### config.mk
export PLATFORM = sky130hd
export DESIGN_NAME = lcmt_eval
export DESIGN_NICKNAME = d
export VERILOG_FILES = /design/src/rtl/lcmt_pkg.sv /design/src/rtl/lcmt_eval.sv
export SDC_FILE = /design/constraint.sdc
export NUM_CORES = 1
export LEC_CHECK = 0
export BUFFER_PORTS_ARGS = -buffer_cell sky130_fd_sc_hd__buf_4
export CORE_MARGIN = 2
export CORE_UTILIZATION = 52
export CTS_BUF_LIST = sky130_fd_sc_hd__clkbuf_16
export DETAILED_ROUTE_END_ITERATION = 7
export PLACE_DENSITY = 0.74
export SKIP_LAST_GASP = 1
export SYNTH_ARGS = -nofsm -noshare
export SYNTH_HDL_FRONTEND = slang
export SYNTH_SLANG_ARGS = --single-unit
export TNS_END_PERCENT = 1
### constraint.sdc
create_clock -name clk -period 5.19 [get_ports clk]
set_input_delay 0.519 -clock clk [delete_from_list [all_inputs] [get_ports clk]]
set_output_delay 0.519 -clock clk [all_outputs]
set_load 0.01 [all_outputs]
### src/rtl/lcmt_pkg.sv
// shared constants, types and codes for the line tree block
`default_nettype none
package lcmt_pkg;

  localparam int MAX_POINTS = 1024;
  localparam int NODE_COUNT = 4096;
  localparam int ADDR_W     = $clog2(NODE_COUNT);
  localparam int NIDX_W     = ADDR_W + 2;
  localparam int X_W        = $clog2(MAX_POINTS);
  localparam int DOM_W      = 11;
  localparam int SLOPE_W    = 32;
  localparam int ICPT_W     = 48;
  localparam int VAL_W      = 50;
  localparam int LINE_W     = 1 + SLOPE_W + ICPT_W;
  localparam int STK_DEPTH  = 16;
  localparam int STK_W      = $clog2(STK_DEPTH);

  typedef enum logic [1:0] {
    OP_FULL  = 2'd0,
    OP_SEG   = 2'd1,
    OP_QUERY = 2'd2,
    OP_NONE  = 2'd3
  } op_t;

  typedef enum logic [3:0] {
    S_CLR,
    S_IDLE,
    S_DRD,
    S_DEV,
    S_DDEC,
    S_NEXT,
    S_CVIS,
    S_QRD,
    S_QEV,
    S_QACC,
    S_QOUT
  } state_t;

  typedef struct packed {
    logic [NIDX_W-1:0] idx;
    logic [X_W-1:0]    lo;
    logic [X_W-1:0]    hi;
  } cov_entry_t;

endpackage
`default_nettype wire

### src/rtl/lcmt_eval.sv
// shared line evaluator: slope*x+intercept, registered result
`default_nettype none
module lcmt_eval (
  input  wire logic                                clk,
  input  wire logic signed [lcmt_pkg::SLOPE_W-1:0] slope,
  input  wire logic signed [lcmt_pkg::ICPT_W-1:0]  icpt,
  input  wire logic [lcmt_pkg::X_W-1:0]            x,
  output logic signed [lcmt_pkg::VAL_W-1:0]        value
);

  localparam int PROD_W = lcmt_pkg::SLOPE_W + lcmt_pkg::X_W + 1;

  logic signed [PROD_W-1:0]           prod;
  logic signed [lcmt_pkg::VAL_W-1:0]  sum;

  assign prod = slope * $signed({1'b0, x});
  assign sum  = lcmt_pkg::VAL_W'(prod) + lcmt_pkg::VAL_W'(icpt);

  always_ff @(posedge clk) begin
    value <= sum;
  end

endmodule
`default_nettype wire
==> impl_metrics.yaml <==
finish:
  antennaDiodeCount: 0
  final_util_pct: 65.9
  largest_reg_flops: 49
  layout-drive-gt1-share_pct: 23.1
  top_regs: "value x49"
  regMostFlops: "value"
  nets: 2525
  syn2layout_area_growth_pct: 25.3
place:
  port_buffers: 140
  gp_congestion: 0.930
  dp_hpwl_um: 31900
global_routing:
  grt_pass1_wl_um: 62600
  grt_pass1_vias: 13188
  grt.overflow.total: 0
  track_usage_pct: 27.4
  grt_max_degree: 29
  antenna_found_initial: 0
setup_path:
  cp_common_cell: "fa_1"
  crit_type: "input port to flop"
  path_cells: "buf_12, buf_4, nand2_1, fa_1, fa_1, fa_1, inv_1, fa_1, inv_1, fa_1, inv_1, ha_4, nand4_1, o311ai_4, nand2_2, or4_4, o211ai_1, xor2_1"
  startpoint_type: "input port"
  end_kind: "flop"
  crit_fanout: 17
  required_ns: 5.42
  cpMaxStageDelayCell: "fa_1"
  worstPathArrival_ns: 5.50
  cpPeakStageDelay_ns: 0.55
synthesis:
  ys_ff_latch: 49
  synth_edf_count: 0
  ys.flop_type: "dfxtp_1"
  yosysWarnings: 0
  avgSynthCellArea_um2: 8.70
  synthesis.nets: 2207
  synth-async-reset-ratio_pct: 0
  syn_area_um2: 14600
  yosysSeqAreaShare_pct: 6.73
  synth_cell_types: 58
  synth_cells: 1674
floorplanning:
  num_rows: 61
  dieArea_um2: 29400
  start_util_pct: 52.6
  die_h_um: 171
  core_area_um2: 27700
  io_pins: 141
  fp.dieW_um: 171
clocking:
  tritoncts: "done"
  cts_root_buf: "clkbuf_16"
  path_clk_slew_ns: 0.10
  h-tree-depth: 2
  cts_made_buffers: 5
  clock_sinks: 49
  clockBufferDepth: 2
timing:
  max_freq_mhz: 190
  rsz0062_at_grt: "true"
  setup_viol_count_final: 8
  worstMarginPinSlew_ns: 0.479
  fin_crit_sh_pct: 102
  setup_slack_ns: -0.0797
  slew_violations: 0
  relSlewSlack_pct: 67.9
  layout_min_cycle_time_ns: 5.27
  finalHoldViolCount: 0
job:
  drv_cap: 0
outcome:
  violations: "negative setup slack"
  status: "finished with violations"
routing:
  ant_nets: 0
  drc: 0
  drt-total-wl_um: 37500
  initialDrtViolationCount: 510
  vias: 11855
  viasPerCell: 5.00
  firstDrtPassIters: 5
  routedWlPerCell_um: 15.8
hold_path:
  hold_class: "input port to flop"
  min_to: "value[0]"
  holdPathStages: 2
  hold_start: "icpt[0]"
[cell usage in the layout (no fill, tap or decap), types with 5 or more instances in the layout]
cell type and count:
o21bai_1 10, ha_4 9, xor2_1 13, buf_4 377, o21ai_0 18, xnor2_1 35, nand2_2 5, nand2_1 262
fa_1 336, a21oi_2 11, dfxtp_1 49, a21o_1 12, inv_1 474, nand2b_1 5, a31oi_1 10, nand3_1 9
buf_12 11, clkbuf_16 5, nor3_1 10, a21oi_1 44, and2_1 87, ha_1 91, nand4_1 12, nor2_1 21
[cell usage after synthesis, drive strengths merged (2+ instances only)]
master | count | area (um^2)
xor2 | 13 | 114
and3 | 2 | 13.8
o2111ai | 2 | 23.8
a31oi | 11 | 68.8
nand3 | 10 | 50.1
o21ai | 26 | 130
o31ai | 4 | 30.0
nor4 | 3 | 18.8
a211oi | 3 | 27.5
and2 | 89 | 557
o21bai | 10 | 75.1
clkdlybuf4s15 | 3 | 31.3
nand2b | 5 | 31.3
clkbuf | 71 | 310
a21o | 16 | 124
inv | 474 | 1780
a21oi | 56 | 280
nor2 | 23 | 88.8
dfxtp | 49 | 981
nand4 | 12 | 75.1
buf | 6 | 52.6
a21boi | 2 | 15.0
or4 | 2 | 15.0
o221ai | 2 | 17.5
nor3 | 10 | 50.1
fa | 340 | 6810
nor2b | 3 | 18.8
o31a | 2 | 17.5
ha | 102 | 1280
o21a | 3 | 22.5
o211ai | 2 | 15.0
nand2 | 268 | 1010
xnor2 | 35 | 307
[worst max-delay path, delay by kind of cell]
kind	cells	cell delay, ns
XOR/XNOR	1	0.23
adder cells (fa/ha/maj)	6	2.79
AO/OA/AOI/OAI	2	0.64
AND/OR/NAND/NOR	4	0.83
buffers and inverters	5	0.47
[area by class of cell]
cell class,count,area [um^2]
well taps,378,473
repair buffers,391,3090
flip-flops and latches,49,981
inverters,474,1780
multi-input cells,1071,11800
clock inverters,3,28.8
fillers,2253,9450
clock buffers,5,125
[routing by layer]
layer	GRT usage, %	part of all wire (%)	up-vias	wire length (um)
li1	-	-	5483	-
met1	31.5	38	5883	14300
met2	51.7	53	390	19900
met3	2.99	4.3	99	1620
met4	11.3	4.3	0	1600
met5	0	0	-	0
[per-stage QoR]
stage / instances / cell area [um^2] / worst slack (ns) / hold WS, ns / TNS [ns]
2_1_floorplan: 1674 / 14800 / -0.0551 / 0.649 / -0.238
3_3_place_gp: 2348 / 17600 / -0.675 / 0.742 / -12.80
3_5_place_dp: 2348 / 17600 / -0.744 / 0.760 / -14.44
4_1_cts: 2368 / 18100 / -0.0623 / 0.407 / -0.381
5_1_grt: 2371 / 18300 / -0.271 / 0.413 / -5.07
6_report: 2371 / 18300 / -0.0797 / 0.416 / -0.353
[worst max-delay path by stage]
stage                      endpoint  startpoint  cells past startpoint  slack [ns]
final                     value[36]        x[5]                     18       -0.08
after global routing      value[43]        x[5]                     16       -0.27
after CTS                 value[36]        x[4]                     18       -0.06
after detailed placement  value[37]        x[2]                     21       -0.74
after global placement    value[37]        x[2]                     21       -0.68
after floorplan           value[43]        x[7]                     16       -0.06
[what timing repair did]
action,in CTS,in global routing
setup buffers,12,3
endpoints found under the setup margin,23,26
gates resized for setup,42,29
hold buffers,0,0
pin swaps,13,15
[kinds of logic (layout without fill, tap and decap cells)]
kind of cell | count (synthesis) | count (layout) | synth area share, %
buf+inv | 554 | 873 | 14.9
fa+ha+maj | 442 | 442 | 55.5
simple gates | 431 | 431 | 13.4
compound gates | 150 | 150 | 6.53
flops | 49 | 49 | 6.73
xor+xnor | 48 | 48 | 2.89
Power is left out: the tool's default activity adds up to more than one toggle a clock period on the data nets, which glitch-free logic cannot reach.
