$ cat config.mk
export PLATFORM = sky130hd
export DESIGN_NAME = lcmt_ram
export DESIGN_NICKNAME = d
export VERILOG_FILES = /design/src/rtl/lcmt_ram.sv
export SDC_FILE = /design/constraint.sdc
export NUM_CORES = 1
export LEC_CHECK = 0
export BUFFER_PORTS_ARGS = -buffer_cell sky130_fd_sc_hd__buf_2
export CAP_MARGIN = 10
export CORE_MARGIN = 2
export CORE_UTILIZATION = 40
export CTS_BUF_LIST = sky130_fd_sc_hd__clkbuf_16
export DETAILED_ROUTE_END_ITERATION = 12
export PLACE_DENSITY_LB_ADDON = 0.15
export SETUP_SLACK_MARGIN = 0.15
export SYNTH_ARGS = -nofsm -noshare
export SYNTH_HDL_FRONTEND = slang
export SYNTH_SLANG_ARGS = --single-unit
$ cat constraint.sdc
create_clock -name clk -period 3.1 [get_ports clk]
set_input_delay 0 -clock clk [delete_from_list [all_inputs] [get_ports clk]]
set_output_delay 0 -clock clk [all_outputs]
set_load 0.02 [all_outputs]
$ cat src/rtl/lcmt_ram.sv
// generic single write port, single read port ram with registered read
`default_nettype none
module lcmt_ram #(
  parameter int WIDTH = 8,
  parameter int DEPTH = 16
) (
  input  wire logic                     clk,
  input  wire logic                     we,
  input  wire logic [$clog2(DEPTH)-1:0] waddr,
  input  wire logic [WIDTH-1:0]         wdata,
  input  wire logic                     re,
  input  wire logic [$clog2(DEPTH)-1:0] raddr,
  output logic [WIDTH-1:0]              rdata
);

  logic [WIDTH-1:0] mem [DEPTH];

  always_ff @(posedge clk) begin
    if (we) begin
      mem[waddr] <= wdata;
    end
    if (re) begin
      rdata <= mem[raddr];
    end
  end

endmodule
`default_nettype wire

==> results of run 1 <==
cells in the mapped netlist:
library cell / n
buf_4: 1
a22oi_1: 16
mux4_2: 18
nand3_1: 1
edfxtp_1: 136
nor2b_1: 1
nand3b_1: 2
buf_6: 3
or3b_2: 1
mux4_1: 14
nor2_1: 13
and2b_1: 1
and2_1: 1
nand2_1: 9
nor3_1: 4
nand2b_1: 2
clkdlybuf4s25_2: 3
buf_2: 3
worst paths after layout:
kind | from | end | slack [ns] | cells after the start
worst max-delay path | raddr[0] | rdata[5] | 1.49 | 5
worst min-delay path | waddr[0] | mem[0][4] | 0.14 | 3
worst max register to register | mem[5][1] | rdata[1] | 1.58 | 3
worst min register to register | mem[12][3] | rdata[3] | 0.74 | 3
stage by stage:
stage,std cells,utilization (%)
floorplan,229,-
global placement,429,44.0
detailed placement,429,44.0
CTS,470,49.4
global route,470,49.4
finish,470,49.4
worst min-delay path, cell delays in order:
cell and delay, ns:
buf_2 0.14, nor3_1 0.06, buf_4 0.17
timing repair:
action,in CTS,in global routing
gates resized for setup,0,0
hold endpoints to repair,136,0
hold buffers,9,0
cell usage in the layout (no fill, tap or decap), types with 9 or more instances in the layout:
cell type      Yosys  final
nand2_1            9      9
mux4_1            14     14
mux4_2            18     18
buf_2              3     26
a22oi_1           16     16
nor2_1            13     13
dlygate4sd3_1      0      9
clkbuf_16          0     17
edfxtp_1         136    136
buf_4              1     12
area by class of cell:
| cell class | instances | share of cell area (%) |
|---|---|---|
| clock buffers | 17 | 6.80 |
| clock inverters | 15 | 2.68 |
| multi-input cells | 83 | 16.9 |
| flip-flops and latches | 136 | 65.2 |
| well taps | 172 | 3.44 |
| repair buffers | 47 | 4.96 |
state kept, by name, summed over array words and instances, names as in the netlist:
name	flops
rdata	8
mem	128
where the power goes:
group | total, W | switching, W | leakage (nW) | internal, W
logic | 0.000202 | 0.000119 | 0.574 | 0.0000830
registers | 0.00208 | 0.0000108 | 1.24 | 0.00207
clock network | 0.00201 | 0.000694 | 0.298 | 0.00132
layer usage:
metal,vias to the layer above,track usage [%]
li1,1099,-
met1,1289,23.1
met2,72,23.8
met3,18,4.49
met4,0,7.38
met5,-,0
cells by family (layout without fill, tap and decap cells):
kind of cell	Yosys count	after routing	share of synthesized area (%)
buffers and inverters	10	79	1.65
AND/OR/NAND/NOR	35	35	3.14
AO/OA/AOI/OAI	16	16	2.30
flip-flops	136	136	78.1
multiplexers	32	32	14.8
==> run_results.csv, run 1 <==
group,metric,value,unit
outcome,status,"finished clean",
critical_path,crit_fanout,21,
placement,pre_cts_slack,1.06,ns
timing,fin_tns_setup,0,ns
cells_and_area,fin_area,6260,um2
worst_hold_path,min_path_type,"primary input to register",
die,pin_count,27,
power_and_ir_drop,power.total,0.00430,W
critical_path,crit_family,"buffers and inverters",
route,drc_errors,0,
die,dieHeight,118,um
route,wirelength,10.7,mm
route,dr.max_layer_used,"met4",
die,die-area,14000,um2
timing,finClkSkew,0.00511,ns
cts,root_buffer,"clkbuf_16",
cts,post_cts_buffers,0,
timing,hold_ws,0.142,ns
grt,grt.overflow.total,0,
synthesis,syn_avg_cell_area,22.8,um2
timing,finalSetupViolCount,0,
placement,dpl.hpwl,6.54,mm
synthesis,yosysUniqueCellTypes,18,
critical_path,path_class,"primary input to register",
power_and_ir_drop,p_per_area,686,nW/um2
route,post_drt_wl_per_cell,22.8,um
cells_and_area,layout-drive-gt1-share,27.2,%
cells_and_area,seq_area,4080,um2
synthesis,synth_top_area_cell,"edfxtp_1",
grt,grt_pass1_vias,2462,
die,start_util,41.3,%
cells_and_area,multi_input_area,1060,um2
grt,grt.total_usage,16.4,%
timing,worstMarginPinSlew,0.869,ns
critical_path,worstPathCellList,"buf_2 -> buf_4 -> mux4_1 -> a22oi_1 -> nand2_1",
timing,finalWorstSetupSlack,1.49,ns
cells_and_area,nets,304,
placement,gp_congestion,0.720,
synthesis,ys_warn_count,0,
route,antenna_left,0,
timing,min_period,1.61,ns
die,die_x,118,um
synthesis,ys_seq_area_share,78.1,%
route,drt_pass1_iterations,4,
synthesis,synth_seq_cells,136,
timing,final-hold-violation-count,0,
cts,cts_buffers,17,
synthesis,postSynthCellCount,229,
route,drt_iter0_drc,156,
synthesis,synth_top_area_share,78.1,%
placement,io_buffer_count,26,
synthesis,syn_area,5230,um2
timing,rsz0062_at_grt,"no",
critical_path,crit_path_start_kind,"primary input",
critical_path,crit_required,3.26,ns
cts,htreeDepth,4,
cells_and_area,diodes,0,
synthesis,synth_area_leaders,"edfxtp_1, mux4_2, mux4_1, a22oi_1, nor2_1",
cts,cts_tree,"yes",
critical_path,critPathMaxStageDelay,0.57,ns
job,cap_viol_max_count,0,
timing,finalCritPeriodShare,51.8,%
timing,maxSlewViolCount,0,
critical_path,arrival,1.77,ns
die,core,12700,um2
timing,slew_headroom,42.0,%
critical_path,crit_buf_inv,2,
placement,dpl_cell_area,5580,um2
cts,clock_latency,0.41,ns
cts,cts.path.max_buffers,2,
cells_and_area,syn2layout_area_growth,19.7,%
power_and_ir_drop,leakagePower,2.11,nW
grt,grt_pass1_wl,15.8,mm
cts,clkSinkCount,136,
synthesis,synth_nets,248,
grt,grt_max_degree,33,
route,wl_met2,4.92,mm
route,route.met3.wl,420,um
route,vias_per_cell,5.27,
route,via_count,2478,
power_and_ir_drop,ir_drop,0.340,mV
die,fp-row-count,41,
critical_path,cp_slowest_cell,"mux4_1",
grt,antenna_found_initial,0,
route,drt-met1-wl,5.19,mm
critical_path,end_kind,"register",
cts,path_clk_slew,0.06,ns
cells_and_area,n_fill_cell,1050,
timing,max_clock_freq,623,MHz
No activity file was read; power rests on OpenSTA's default activity.
==> run 2, diff against run 1 <==
Clock period 3.1 ns to 1.4 ns, I/O delays scaled along.
==> run_results.csv, run 2 (synthesis results as in run 1) <==
group,metric,value,unit
route,vias_per_cell,5.07,
cts,htreeDepth,4,
grt,grt.overflow.total,0,
timing,maxSlewViolCount,0,
grt,antenna_found_initial,0,
power_and_ir_drop,ir_drop,0.735,mV
timing,finalCritPeriodShare,99.6,%
route,wirelength,10.4,mm
die,die-area,14000,um2
critical_path,end_kind,"register",
die,dieHeight,118,um
route,drt_iter0_drc,194,
critical_path,crit_buf_inv,0,
grt,met2_usage,24.5,%
cells_and_area,n_fill_cell,1046,
cells_and_area,layout_commonest_cell,"edfxtp_1",
cells_and_area,largest_reg_flops,128,
power_and_ir_drop,p_int,0.00813,W
cells_and_area,stdcell_count,481,
route,drt_pass1_iterations,4,
worst_hold_path,min_path_type,"primary input to register",
timing,rsz0062_at_grt,"yes",
placement,dpl_cell_area,5690,um2
cells_and_area,fin_area,6460,um2
grt,grt.busiest_layer,"met2",
placement,io_buffer_count,26,
timing,slew_headroom,45.8,%
grt,grt_use_met3,4.78,%
critical_path,crit_path_start_kind,"register",
cells_and_area,nets,315,
route,antenna_left,0,
cells_and_area,top_regs,"mem (128), rdata (8)",
critical_path,arrival,1.55,ns
cells_and_area,multi_input_area,1040,um2
critical_path,crit_required,1.56,ns
die,core,12700,um2
power_and_ir_drop,leakagePower,2.16,nW
critical_path,worstPathCellList,"mux4_2 -> a22oi_2 -> nand2_1",
cells_and_area,regMostFlops,"mem",
cts,cts_buffers,17,
timing,finalSetupViolCount,0,
die,fp-row-count,41,
timing,min_period,1.40,ns
critical_path,r2r_cells,3,
grt,grt_max_degree,21,
cells_and_area,layout_common_cells,"edfxtp_1, mux4_2, buf_2",
route,via_count,2440,
cts,post_cts_buffers,0,
power_and_ir_drop,switchingPower,0.00190,W
outcome,status,"finished clean",
cells_and_area,syn2layout_area_growth,23.6,%
die,die_x,118,um
grt,use_met1,23.4,%
worst_hold_path,hold_depth,3,
cts,clkSinkCount,136,
cts,cts.path.max_buffers,2,
power_and_ir_drop,p_per_area,1550,nW/um2
placement,dpl.hpwl,6.60,mm
cts,root_buffer,"clkbuf_16",
grt,grt.total_usage,16.8,%
critical_path,rrSetupSlack,0.005,ns
power_and_ir_drop,power.total,0.0100,W
placement,gp_congestion,0.707,
critical_path,cp_slowest_cell,"mux4_2",
critical_path,critPathMaxStageDelay,0.50,ns
timing,max_clock_freq,717,MHz
cells_and_area,final_util,51.0,%
grt,grt_pass1_vias,2600,
cells_and_area,seq_area,4080,um2
critical_path,path_class,"register to register",
power_and_ir_drop,clock_power_share,48.9,%
timing,final-hold-violation-count,0,
die,pin_count,27,
critical_path,crit_fanout,1,
worst_hold_path,worstHoldStart,"waddr[0]",
critical_path,crit_family,"multiplexers",
timing,worstMarginPinSlew,0.810,ns
route,drc_errors,0,
power_and_ir_drop,power_switching_share,18.9,%
timing,finClkSkew,0.00731,ns
cells_and_area,diodes,0,
cts,clock_latency,0.42,ns
cts,cts_tree,"yes",
route,post_drt_wl_per_cell,21.6,um
power_and_ir_drop,comb_power_share,5.1,%
die,start_util,41.3,%
power_and_ir_drop,sequentialPowerShare,46.0,%
critical_path,r2r-end,"rdata[4]",
placement,dp.cells,440,
cells_and_area,layout-drive-gt1-share,38.2,%
worst_hold_path,hold_end,"mem[0][0]",
grt,grt_pass1_wl,16.4,mm
critical_path,worstReg2RegStart,"mem[11][4]",
cts,path_clk_slew,0.06,ns
job,cap_viol_max_count,0,
[run 2: worst max-delay path by stage]
| stage | from | end | slack, ns | cells past startpoint |
|---|---|---|---|---|
| final | mem[11][4] | rdata[4] | 0.005 | 3 |
| after global routing | mem[11][4] | rdata[4] | -0.06 | 3 |
| after CTS | mem[0][1] | rdata[1] | -0.02 | 3 |
| after detailed placement | raddr[0] | rdata[6] | -0.25 | 6 |
| after global placement | raddr[0] | rdata[6] | -0.22 | 6 |
| after floorplan | mem[3][0] | rdata[0] | 0.13 | 3 |
[run 2: power groups by stage]
| stage | Combinational (W) | Clock, W | Sequential, W |
|---|---|---|---|
| 2_1_floorplan | 0.000240 | 0 | 0.00472 |
| 3_3_place_gp | 0.000481 | 0 | 0.00470 |
| 3_5_place_dp | 0.000489 | 0 | 0.00470 |
| 4_1_cts | 0.000521 | 0.00500 | 0.00462 |
| 5_1_grt | 0.000556 | 0.00518 | 0.00462 |
| 6_report | 0.000508 | 0.00490 | 0.00461 |
[run 2: area by class of cell]
cell class | count | share of cell area [%]
clock inverters | 15 | 3.58
multi-input cells | 83 | 16.1
repair buffers | 58 | 7.24
flip-flops and latches | 136 | 63.2
well taps | 172 | 3.33
clock buffers | 17 | 6.58
[run 2: what timing repair did]
item,CTS,global route
hold buffers,9,0
resized for setup,6,0
endpoints found under the setup margin,8,8
cloned,0,0
pin swaps,0,1
hold endpoints to repair,136,0
[run 2: stage by stage]
stage               TNS, ns  setup slack (ns)  hold slack, ns
finish                    0           0.00490           0.149
global route         -0.280           -0.0567           0.148
CTS                 -0.0443           -0.0186           0.128
detailed placement    -1.12            -0.248           0.392
global placement      -1.07            -0.220           0.396
floorplan                 0             0.134          0.0989
[run 2: metal layers]
metal | vias to the layer above | wire length (um)
li1 | 1101 | -
met1 | 1267 | 4790
met2 | 54 | 4980
met3 | 18 | 430
met4 | 0 | 199
met5 | - | 0
[run 2: tightest hold or removal path: cells and delay by family]
family | cells | cell delay, ns
buffers and inverters | 2 | 0.32
and+or+nand+nor | 1 | 0.06
==> run 3, diff against run 2 <==
Settings changed: GPL_TIMING_DRIVEN set to 0, PLACE_DENSITY_LB_ADDON 0.15 to unset.
==> run_results.csv, run 3 (synthesis results as in run 1) <==
group,metric,value,unit
worst_hold_path,hold_end,"mem[10][1]",
placement,dpl.hpwl,6.30,mm
critical_path,critPathMaxStageDelay,0.50,ns
cells_and_area,diodes,0,
cells_and_area,n_fill_cell,1053,
grt,grt_max_degree,17,
route,drt_pass1_iterations,4,
critical_path,end_kind,"register",
timing,maxSlewViolCount,0,
critical_path,r2r_cells,3,
timing,finClkSkew,0.00505,ns
worst_hold_path,min_path_type,"primary input to register",
cts,htreeDepth,4,
cells_and_area,top_regs,"mem (128), rdata (8)",
cells_and_area,largest_reg_flops,128,
critical_path,worstPathCellList,"mux4_2 -> a22oi_2 -> nand2_1",
die,fp-row-count,41,
die,start_util,41.3,%
critical_path,r2r-end,"rdata[7]",
worst_hold_path,worstHoldStart,"wdata[1]",
grt,grt_pass1_wl,15.0,mm
cts,cts_tree,"yes",
job,cap_viol_max_count,0,
die,die_x,118,um
timing,finalSetupViolCount,2,
cts,clkSinkCount,136,
placement,io_buffer_count,25,
grt,grt.total_usage,15.2,%
critical_path,arrival,1.59,ns
timing,rsz0062_at_grt,"yes",
cells_and_area,layout-drive-gt1-share,37.8,%
timing,finalCritPeriodShare,103,%
critical_path,rrSetupSlack,-0.05,ns
route,drc_errors,0,
critical_path,crit_fanout,1,
timing,final-hold-violation-count,0,
cells_and_area,layout_commonest_cell,"edfxtp_1",
critical_path,crit_family,"multiplexers",
cts,path_clk_slew,0.05,ns
critical_path,crit_path_start_kind,"register",
cts,clock_latency,0.40,ns
cts,post_cts_buffers,0,
critical_path,cp_slowest_cell,"mux4_2",
power_and_ir_drop,power.total,0.00933,W
route,drt_iter0_drc,153,
grt,antenna_found_initial,0,
route,post_drt_wl_per_cell,21.2,um
cells_and_area,syn2layout_area_growth,18.9,%
placement,gp_congestion,0.726,
timing,max_clock_freq,691,MHz
route,vias_per_cell,5.09,
worst_hold_path,hold_depth,1,
route,via_count,2355,
critical_path,path_class,"register to register",
cells_and_area,nets,298,
outcome,violations,"setup timing",
critical_path,worstReg2RegStart,"mem[5][7]",
route,wirelength,9.79,mm
die,core,12700,um2
timing,worstMarginPinSlew,0.920,ns
timing,finalWorstSetupSlack,-0.0474,ns
critical_path,crit_required,1.54,ns
cts,cts_buffers,17,
power_and_ir_drop,p_per_area,1500,nW/um2
cells_and_area,regMostFlops,"mem",
cts,cts.path.max_buffers,2,
route,antenna_left,0,
outcome,status,"complete, but fails checks",
grt,grt_pass1_vias,2407,
power_and_ir_drop,ir_drop,0.889,mV
timing,min_period,1.45,ns
cells_and_area,layout_common_cells,"edfxtp_1, mux4_2, buf_2",
die,pin_count,27,
power_and_ir_drop,leakagePower,2.01,nW
grt,grt.overflow.total,0,
cts,root_buffer,"clkbuf_16",
die,dieHeight,118,um
die,die-area,14000,um2
critical_path,crit_buf_inv,0,
cells_and_area,final_util,49.1,%
timing,slew_headroom,38.5,%
==> run 3: cell type report <==
class	instances	area, um2	area share, %
timing repair buffer	31	180	2.90
buffer	10	86.3	1.39
tap	172	215	3.46
clock buffer	17	425	6.84
multi-input combinational	83	1080	17.4
clock inverter	14	141	2.27
sequential	136	4080	65.7
==> run 3: worst reg2reg max path, stage by stage, from the launching register on <==
cell and delay, ns:
edfxtp_1 0.36, mux4_2 0.51, a22oi_2 0.22, nand2_1 0.11
==> run 3: timing repair <==
action | in CTS | in global routing
hold buffers | 4 | 0
resized for setup | 10 | 6
cloned | 0 | 0
endpoints found under the hold margin | 56 | 0
endpoints found under the setup margin | 27 | 8
pin swaps | 3 | 2
==> run 3: through the flow <==
step / hold slack (ns) / TNS [ns] / worst slack, ns / cells / area [um2]
after floorplan: 0.0989 / 0 / 0.134 / 229 / 5180
after global placement: 0.337 / -18.57 / -0.409 / 426 / 5520
after detailed placement: 0.352 / -13.87 / -0.354 / 428 / 5540
after CTS: 0.00545 / -0.211 / -0.0491 / 463 / 6190
after global routing: 0.00563 / -0.268 / -0.0653 / 463 / 6220
final: 0.0123 / -0.0654 / -0.0474 / 463 / 6220
==> run 3: worst max path at each step <==
| stage | endpoint | slack [ns] | cells past startpoint | startpoint |
|---|---|---|---|---|
| floorplan | rdata[0] | 0.13 | 3 | mem[3][0] |
| global placement | mem[4][7] | -0.41 | 3 | waddr[3] |
| detailed placement | mem[12][3] | -0.35 | 3 | we |
| CTS | rdata[7] | -0.05 | 3 | mem[3][7] |
| global route | rdata[7] | -0.07 | 3 | mem[0][7] |
| finish | rdata[7] | -0.05 | 3 | mem[5][7] |
==> run 3: power by group <==
part | leakage [nW] | internal, W | switching [W]
Clock | 0.278 | 0.00273 | 0.00149
Combinational | 0.495 | 0.000201 | 0.000296
Sequential | 1.24 | 0.00459 | 0.0000182
Total | 2.01 | 0.00752 | 0.00181
==> run 3: per-layer routing <==
layer / vias to the layer above / global-route usage, % / wire (um)
met5: - / 0 / 0
met4: 0 / 5.20 / 99
met3: 9 / 4.97 / 608
met2: 67 / 23.2 / 4840
met1: 1214 / 20.7 / 4250
li1: 1065 / - / -
